## src/rtl/disk_adapter_registers_top_defines.svh

```systemverilog
// Assertion macros shared by the disk adapter register block.
// Expects clk and rst_n in the scope of each use.
`ifndef DISK_ADAPTER_REGISTERS_TOP_DEFINES_SVH
`define DISK_ADAPTER_REGISTERS_TOP_DEFINES_SVH

// Same-cycle implication, disabled while reset is asserted
`define DAR_ASSERT_IMP(label, ante, cons, msg) \
    label: assert property (@(posedge clk) disable iff (!rst_n) (ante) |-> (cons)) \
        else $error(msg);

// Next-cycle implication, disabled while reset is asserted
`define DAR_ASSERT_NXT(label, ante, cons, msg) \
    label: assert property (@(posedge clk) disable iff (!rst_n) (ante) |=> (cons)) \
        else $error(msg);

`endif

```

## src/rtl/dar_pkg.sv

```systemverilog
// Types, codes and constants of the disk adapter register block.
// No dependencies; used by every module of the block.
`default_nettype none

package dar_pkg;

    // Default sizes
    localparam int SIDE_BYTES_DEF = 65536;
    localparam int SEEK_DELAY_DEF = 150;

    // Item operations
    typedef enum logic [1:0] {
        OP_TICK  = 2'd0,
        OP_READ  = 2'd1,
        OP_WRITE = 2'd2,
        OP_LOAD  = 2'd3
    } op_t;

    // Register indexes (address minus 0x4020)
    localparam logic [4:0] REG_RELOAD_LO  = 5'd0;
    localparam logic [4:0] REG_RELOAD_HI  = 5'd1;
    localparam logic [4:0] REG_TIMER_CTRL = 5'd2;
    localparam logic [4:0] REG_IO_ENABLE  = 5'd3;
    localparam logic [4:0] REG_DATA_WR    = 5'd4;
    localparam logic [4:0] REG_DISK_CTRL  = 5'd5;
    localparam logic [4:0] REG_STATUS     = 5'd16;
    localparam logic [4:0] REG_DATA_RD    = 5'd17;
    localparam logic [4:0] REG_DRIVE_STAT = 5'd18;
    localparam logic [4:0] REG_EXT_PORT   = 5'd19;

    // Block kinds of the transfer sequencer
    localparam logic [2:0] BLK_INIT   = 3'd0;
    localparam logic [2:0] BLK_VOLUME = 3'd1;
    localparam logic [2:0] BLK_COUNT  = 3'd2;
    localparam logic [2:0] BLK_HEADER = 3'd3;
    localparam logic [2:0] BLK_DATA   = 3'd4;

    // Block lengths
    localparam logic [15:0] LEN_VOLUME = 16'h0038;
    localparam logic [15:0] LEN_COUNT  = 16'h0002;
    localparam logic [15:0] LEN_HEADER = 16'h0010;

    // Header offsets of the file size bytes
    localparam logic [15:0] OFS_SIZE_LO = 16'd13;
    localparam logic [15:0] OFS_SIZE_HI = 16'd14;

    // Control register bits
    localparam int CTL_MOTOR  = 0;
    localparam int CTL_RESET  = 1;
    localparam int CTL_READ   = 2;
    localparam int CTL_MIRROR = 3;
    localparam int CTL_XFER   = 6;
    localparam int CTL_IRQ_EN = 7;

    // Fixed read values
    localparam logic [7:0] STAT_BASE  = 8'h80;
    localparam logic [7:0] DRIVE_BASE = 8'h40;
    localparam logic [7:0] EXT_VALUE  = 8'h80;
    localparam logic [7:0] BYTE_END   = 8'hFF;

    typedef struct packed {
        op_t         op;
        logic [4:0]  reg_index;
        logic [7:0]  write_data;
        logic [15:0] image_address;
        logic [7:0]  elapsed_cycles;
        logic        disk_present;
        logic [7:0]  open_bus;
    } item_t;

    typedef struct packed {
        logic [7:0] read_data;
        logic       timer_irq;
        logic       disk_irq;
        logic       mirror_horizontal;
    } result_t;

    // Item state after the register stage, waiting for store data
    typedef struct packed {
        logic [7:0] read_data;
        logic       mem_rd;
        logic       cap_en;
        logic       cap_hi;
        logic       timer_irq;
        logic       disk_irq;
        logic       mirror;
    } stage_t;

    // Store access; addr already reduced into the side
    typedef struct packed {
        logic        we;
        logic        re;
        logic [15:0] addr;
        logic [7:0]  wdata;
    } mem_req_t;

    // File size capture from a store read, fed back to the register stage
    typedef struct packed {
        logic       en;
        logic       hi;
        logic [7:0] data;
    } cap_t;

endpackage

`default_nettype wire

```

## src/rtl/dar_pipe.sv

```systemverilog
// Read stage and output register: merges store data into the result.
// Depends on dar_pkg and the assertion macros header.
`default_nettype none
`include "disk_adapter_registers_top_defines.svh"

module dar_pipe (
    input  wire logic             clk,
    input  wire logic             rst_n,
    input  wire logic             accept,
    input  wire dar_pkg::stage_t  stage,
    input  wire logic [7:0]       rdata,
    input  wire logic             result_ready,
    output logic                  result_valid,
    output dar_pkg::result_t      result,
    output logic                  item_ready,
    output dar_pkg::cap_t         cap
);
    import dar_pkg::*;

    logic    s1_valid_reg;
    stage_t  s1_reg;
    logic    result_valid_reg;
    result_t result_reg;
    logic    s1_adv;
    result_t s1_result;

    assign s1_adv     = !result_valid_reg || result_ready;
    assign item_ready = !s1_valid_reg || s1_adv;

    // Result from the read stage, store byte where the item read one
    always_comb
    begin
        s1_result.read_data         = s1_reg.mem_rd ? rdata : s1_reg.read_data;
        s1_result.timer_irq         = s1_reg.timer_irq;
        s1_result.disk_irq          = s1_reg.disk_irq;
        s1_result.mirror_horizontal = s1_reg.mirror;
    end

    // File size capture fires once, as the item leaves the read stage
    assign cap.en   = s1_valid_reg && s1_adv && s1_reg.cap_en;
    assign cap.hi   = s1_reg.cap_hi;
    assign cap.data = rdata;

    // Read stage control
    always_ff @(posedge clk or negedge rst_n)
    begin
        if (!rst_n)
        begin
            s1_valid_reg     <= 1'b0;
            result_valid_reg <= 1'b0;
        end
        else
        begin
            if (accept)
            begin
                s1_valid_reg <= 1'b1;
            end
            else if (s1_adv)
            begin
                s1_valid_reg <= 1'b0;
            end
            if (s1_adv)
            begin
                result_valid_reg <= s1_valid_reg;
            end
        end
    end

    // Payload registers
    always_ff @(posedge clk)
    begin
        if (accept)
        begin
            s1_reg <= stage;
        end
        if (s1_adv)
        begin
            result_reg <= s1_result;
        end
    end

    assign result_valid = result_valid_reg;
    assign result       = result_reg;

    `DAR_ASSERT_NXT(a_accept_fills, accept, s1_valid_reg, "accepted transaction not in read stage")
    `DAR_ASSERT_NXT(a_stage_holds, s1_valid_reg && !s1_adv,
                    s1_valid_reg && $stable(s1_reg), "stalled read stage changed")
    `DAR_ASSERT_IMP(a_ready_full, !item_ready, s1_valid_reg && result_valid_reg,
                    "input stalled with free stage")
    `DAR_ASSERT_IMP(a_cap_from_read, cap.en, s1_reg.mem_rd, "size capture without store read")

endmodule

`default_nettype wire

```

## config.mk

```make
export PLATFORM = sky130hd
export DESIGN_NAME = dar_pipe
export DESIGN_NICKNAME = d
export VERILOG_FILES = /design/src/rtl/dar_pkg.sv /design/src/rtl/dar_pipe.sv
export VERILOG_INCLUDE_DIRS = /design/src /design/src/rtl
export SDC_FILE = /design/constraint.sdc
export NUM_CORES = 1
export LEC_CHECK = 0
export BUFFER_PORTS_ARGS = -buffer_cell sky130_fd_sc_hd__buf_2
export CAP_MARGIN = 20
export CORE_MARGIN = 2
export CORE_UTILIZATION = 40
export DETAILED_ROUTE_END_ITERATION = 10
export PLACE_DENSITY = 0.73
export SLEW_MARGIN = 30
export SYNTH_ARGS = -nofsm -noshare
export SYNTH_HDL_FRONTEND = slang
export SYNTH_SLANG_ARGS = --single-unit
export TNS_END_PERCENT = 50
```

## constraint.sdc

```tcl
create_clock -name clk -period 1.3 [get_ports clk]
set_clock_uncertainty 0.2 [all_clocks]
set_input_delay 0.13 -clock clk [delete_from_list [all_inputs] [get_ports clk]]
set_output_delay 0.13 -clock clk [all_outputs]
set_load 0.02 [all_outputs]
```

==> impl_metrics.prom <==
# TYPE chip_impl_metric gauge
chip_impl_metric{name="maxCapViolations",unit=""} 0
chip_impl_info{name="start_kind",value="flop"} 1
chip_impl_metric{name="flip_flop_count_of_the_largest_register_after_layout",unit=""} 13
chip_impl_metric{name="critical_path_required",unit="ns"} 0.97
chip_impl_metric{name="synthDistinctLibCells",unit=""} 11
chip_impl_metric{name="worstPathArrival",unit="ns"} 1.25
chip_impl_metric{name="nets",unit=""} 147
chip_impl_info{name="crit_chain",value="nor2b_4 -> clkinvlp_4 -> and3_4 -> buf_6"} 1
chip_impl_metric{name="chipHeight",unit="um"} 55.0
chip_impl_metric{name="setup_ws",unit="ns"} -0.281
chip_impl_metric{name="finalPower",unit="mW"} 1.76
chip_impl_metric{name="cp_max_fo",unit=""} 2
chip_impl_info{name="run_status",value="complete, but fails checks"} 1
chip_impl_metric{name="vias_per_instance",unit=""} 4.35
chip_impl_metric{name="die_area",unit="um^2"} 3030
chip_impl_metric{name="drt_pass1_iterations",unit=""} 2
chip_impl_info{name="synthDominantAreaCellType",value="sky130_fd_sc_hd__edfxtp_1"} 1
chip_impl_info{name="synth_area_leaders",value="sky130_fd_sc_hd__edfxtp_1 (72%), sky130_fd_sc_hd__mux2_4 (12%), sky130_fd_sc_hd__buf_4 (6.5%), sky130_fd_sc_hd__dfrtp_1 (4.8%), sky130_fd_sc_hd__nor2b_4 (1.3%)"} 1
chip_impl_metric{name="seq_area_frac_synth",unit=""} 0.769
chip_impl_metric{name="final_min_period_over_clock_period",unit=""} 1.22
chip_impl_metric{name="area_occupied_by_registers",unit="um^2"} 802
chip_impl_metric{name="max_slew_margin",unit=""} 0.771
chip_impl_metric{name="fmax",unit="GHz"} 0.632
chip_impl_info{name="critPathCaptureType",value="output port"} 1
chip_impl_metric{name="postSynthNetCount",unit=""} 77
chip_impl_metric{name="drcViolationCount",unit=""} 0
chip_impl_metric{name="max-vdd-ir-drop",unit="mV"} 0.749
chip_impl_metric{name="synth-edff-count",unit=""} 25
chip_impl_metric{name="global_route.usage.total",unit=""} 0.137
chip_impl_metric{name="vias_in_the_first_global_route",unit=""} 620
chip_impl_metric{name="clk_pin_slew",unit="ns"} 0.13
chip_impl_metric{name="multi_input_comb_area",unit="um^2"} 165
chip_impl_info{name="crit_family",value="flip-flops"} 1
chip_impl_metric{name="tritoncts_num_sinks",unit=""} 27
chip_impl_metric{name="placeableCoreArea",unit="um^2"} 2480
chip_impl_metric{name="report.final.slew_viol_count",unit=""} 0
chip_impl_info{name="rsz0062_at_grt",value="yes"} 1
chip_impl_metric{name="yosysTopAreaCellShare",unit=""} 0.721
chip_impl_metric{name="num_rows",unit=""} 18
chip_impl_metric{name="antenna_found_initial",unit=""} 0
chip_impl_info{name="worst_setup_path_startpoint",value="result_valid"} 1
chip_impl_info{name="netlist_top_cells_count",value="sky130_fd_sc_hd__edfxtp_1 (25), sky130_fd_sc_hd__buf_4 (9), sky130_fd_sc_hd__mux2_4 (8)"} 1
chip_impl_metric{name="place_worst_setup_slack",unit="ns"} -0.0183
chip_impl_metric{name="min_period",unit="ns"} 1.58
chip_impl_info{name="failing_checks",value="setup timing"} 1
chip_impl_metric{name="synth-warning-count",unit=""} 0
chip_impl_metric{name="slew_at_the_pin_closest_to_its_max_slew_limit",unit="ns"} 0.344
chip_impl_metric{name="async_flop_share",unit=""} 0.0741
chip_impl_metric{name="ys_seq_elements",unit=""} 27
chip_impl_metric{name="totalNegativeSetupSlack",unit="ns"} -0.608
chip_impl_metric{name="numPlacedInstances",unit=""} 122
chip_impl_info{name="synth_top_flop_cell",value="sky130_fd_sc_hd__edfxtp_1"} 1
chip_impl_metric{name="start_util",unit=""} 0.420
chip_impl_info{name="critical_path.slowest_cell",value="sky130_fd_sc_hd__dfrtp_2"} 1
chip_impl_metric{name="worst_hold_slack",unit="ns"} 0.0416
chip_impl_info{name="synthMostInstantiatedCell",value="sky130_fd_sc_hd__edfxtp_1"} 1
chip_impl_metric{name="drt-total-wl",unit="um"} 2050
chip_impl_metric{name="power_per_cell_area",unit="nW/um^2"} 1100
chip_impl_metric{name="grt_start_max_net_pins",unit=""} 16
chip_impl_metric{name="dpl-instance-area",unit="um^2"} 1280
chip_impl_metric{name="cp_num_buf_inv",unit=""} 2
chip_impl_metric{name="total_leakage_power",unit="nW"} 0.695
chip_impl_metric{name="avgSynthCellArea",unit="um^2"} 20.4
chip_impl_metric{name="postSynthCellCount",unit=""} 51
chip_impl_info{name="hold_path_startpoint",value="accept"} 1
chip_impl_metric{name="die_w",unit="um"} 55.0
chip_impl_metric{name="slowest_delay",unit="ns"} 0.38
chip_impl_metric{name="n_antenna_cell",unit=""} 0
chip_impl_metric{name="netlist_area_pre_place",unit="um^2"} 1040
chip_impl_metric{name="reg2reg_slack",unit="ns"} -0.02
chip_impl_info{name="worst_r2r_startpoint",value="s1_reg[5]"} 1
chip_impl_metric{name="num_vias",unit=""} 652
chip_impl_metric{name="final_hold_viol_count",unit=""} 0
chip_impl_metric{name="grt_first_pass_wirelength",unit="um"} 2810
chip_impl_metric{name="drive_above_1_share",unit=""} 0.558
chip_impl_metric{name="synthToLayoutAreaGrowth",unit="%"} 53.5
chip_impl_metric{name="clock_insertion_delay_worst_skew",unit="ns"} 0.30
chip_impl_metric{name="finish.instance_area",unit="um^2"} 1600
chip_impl_metric{name="numCtsBuffers",unit=""} 3
chip_impl_metric{name="layout.core_utilization",unit=""} 0.645
chip_impl_metric{name="gp_congestion",unit=""} 0.576
chip_impl_metric{name="layout.filler_cells",unit=""} 185
chip_impl_metric{name="finish.cell_count_without_fillers",unit=""} 150
chip_impl_metric{name="clk_path_buf_depth",unit=""} 2
chip_impl_metric{name="finalSetupViolations",unit=""} 15
chip_impl_metric{name="top_level_ports",unit=""} 49
chip_impl_info{name="cts_root_buf",value="sky130_fd_sc_hd__clkbuf_4"} 1
chip_impl_info{name="tritoncts",value="built"} 1
chip_impl_info{name="worstSetupPathType",value="flop to output port"} 1
chip_impl_metric{name="cts_max_level",unit=""} 1
chip_impl_metric{name="detail_route.iter0.violations",unit=""} 7
chip_impl_metric{name="detail_route.wl_per_cell",unit="um"} 13.6
chip_impl_metric{name="number_of_nets_still_failing_antenna_checks_after_routing",unit=""} 0
chip_impl_info{name="timing.hold.worst.class",value="input port to flop"} 1
chip_impl_metric{name="detailed_place_hpwl",unit="um"} 1300
chip_impl_metric{name="overflow",unit=""} 0
chip_impl_metric{name="io_buffers",unit=""} 48
routing by layer:
| metal | global-route usage | wire length (um) | vias up |
|---|---|---|---|
| met5 | 0 | 0 | - |
| met4 | 0.0732 | 27 | 0 |
| met3 | 0.00806 | 88 | 2 |
| met2 | 0.250 | 1170 | 23 |
| met1 | 0.160 | 756 | 311 |
| li1 | - | - | 316 |
power by group:
group / switching (mW) / total, mW / internal, mW
logic: 0.167 / 0.358 / 0.191
registers: 0.0214 / 1.06 / 1.04
clock network: 0.219 / 0.339 / 0.119
timing repair:
item / 4_1_cts / 5_1_grt
setup buffers: 1 / 1
hold buffers: 24 / 0
setup endpoints to repair: 10 / 28
resized for setup: 7 / 10
hold endpoints to repair: 24 / 0
cells in the final DEF, fill, tap and decap left out:
cell,netlist,final
sky130_fd_sc_hd__nand2_2,0,1
sky130_fd_sc_hd__nor2b_4,1,1
sky130_fd_sc_hd__clkbuf_1,0,1
sky130_fd_sc_hd__clkbuf_4,0,3
sky130_fd_sc_hd__buf_6,1,7
sky130_fd_sc_hd__buf_12,0,1
sky130_fd_sc_hd__clkinvlp_4,0,1
sky130_fd_sc_hd__edfxtp_1,25,25
sky130_fd_sc_hd__mux2_4,8,8
sky130_fd_sc_hd__dlygate4sd3_1,0,24
sky130_fd_sc_hd__buf_2,0,41
sky130_fd_sc_hd__dfrtp_2,0,1
sky130_fd_sc_hd__a21o_1,1,1
sky130_fd_sc_hd__buf_4,9,2
sky130_fd_sc_hd__nand2b_1,1,1
sky130_fd_sc_hd__and3_4,0,1
sky130_fd_sc_hd__dfrtp_1,2,1
worst paths after layout:
path                       cells past startpoint            to
min in group asynchronous                      3  result_valid
max in group asynchronous                      3  result_valid
min reg2reg                                    0     result[0]
min                                            1     s1_reg[7]
max reg2reg                                    2     result[9]
max                                            4        cap[9]
cell type report:
cell class,instances,area share
sequential,27,0.502
timing repair buffer,75,0.350
clock buffer,4,0.0164
multi-input combinational,13,0.103
inverter,1,0.00470
tap,30,0.0235
kinds of logic (layout without fill, tap and decap cells):
group / Yosys count / count (layout) / share of synthesized area
buf+inv: 11 / 80 / 0.0793
simple gates: 4 / 4 / 0.0288
mux: 8 / 8 / 0.115
compound gates: 1 / 1 / 0.00721
flops: 27 / 27 / 0.769
(Power assumes the default switching activity.)
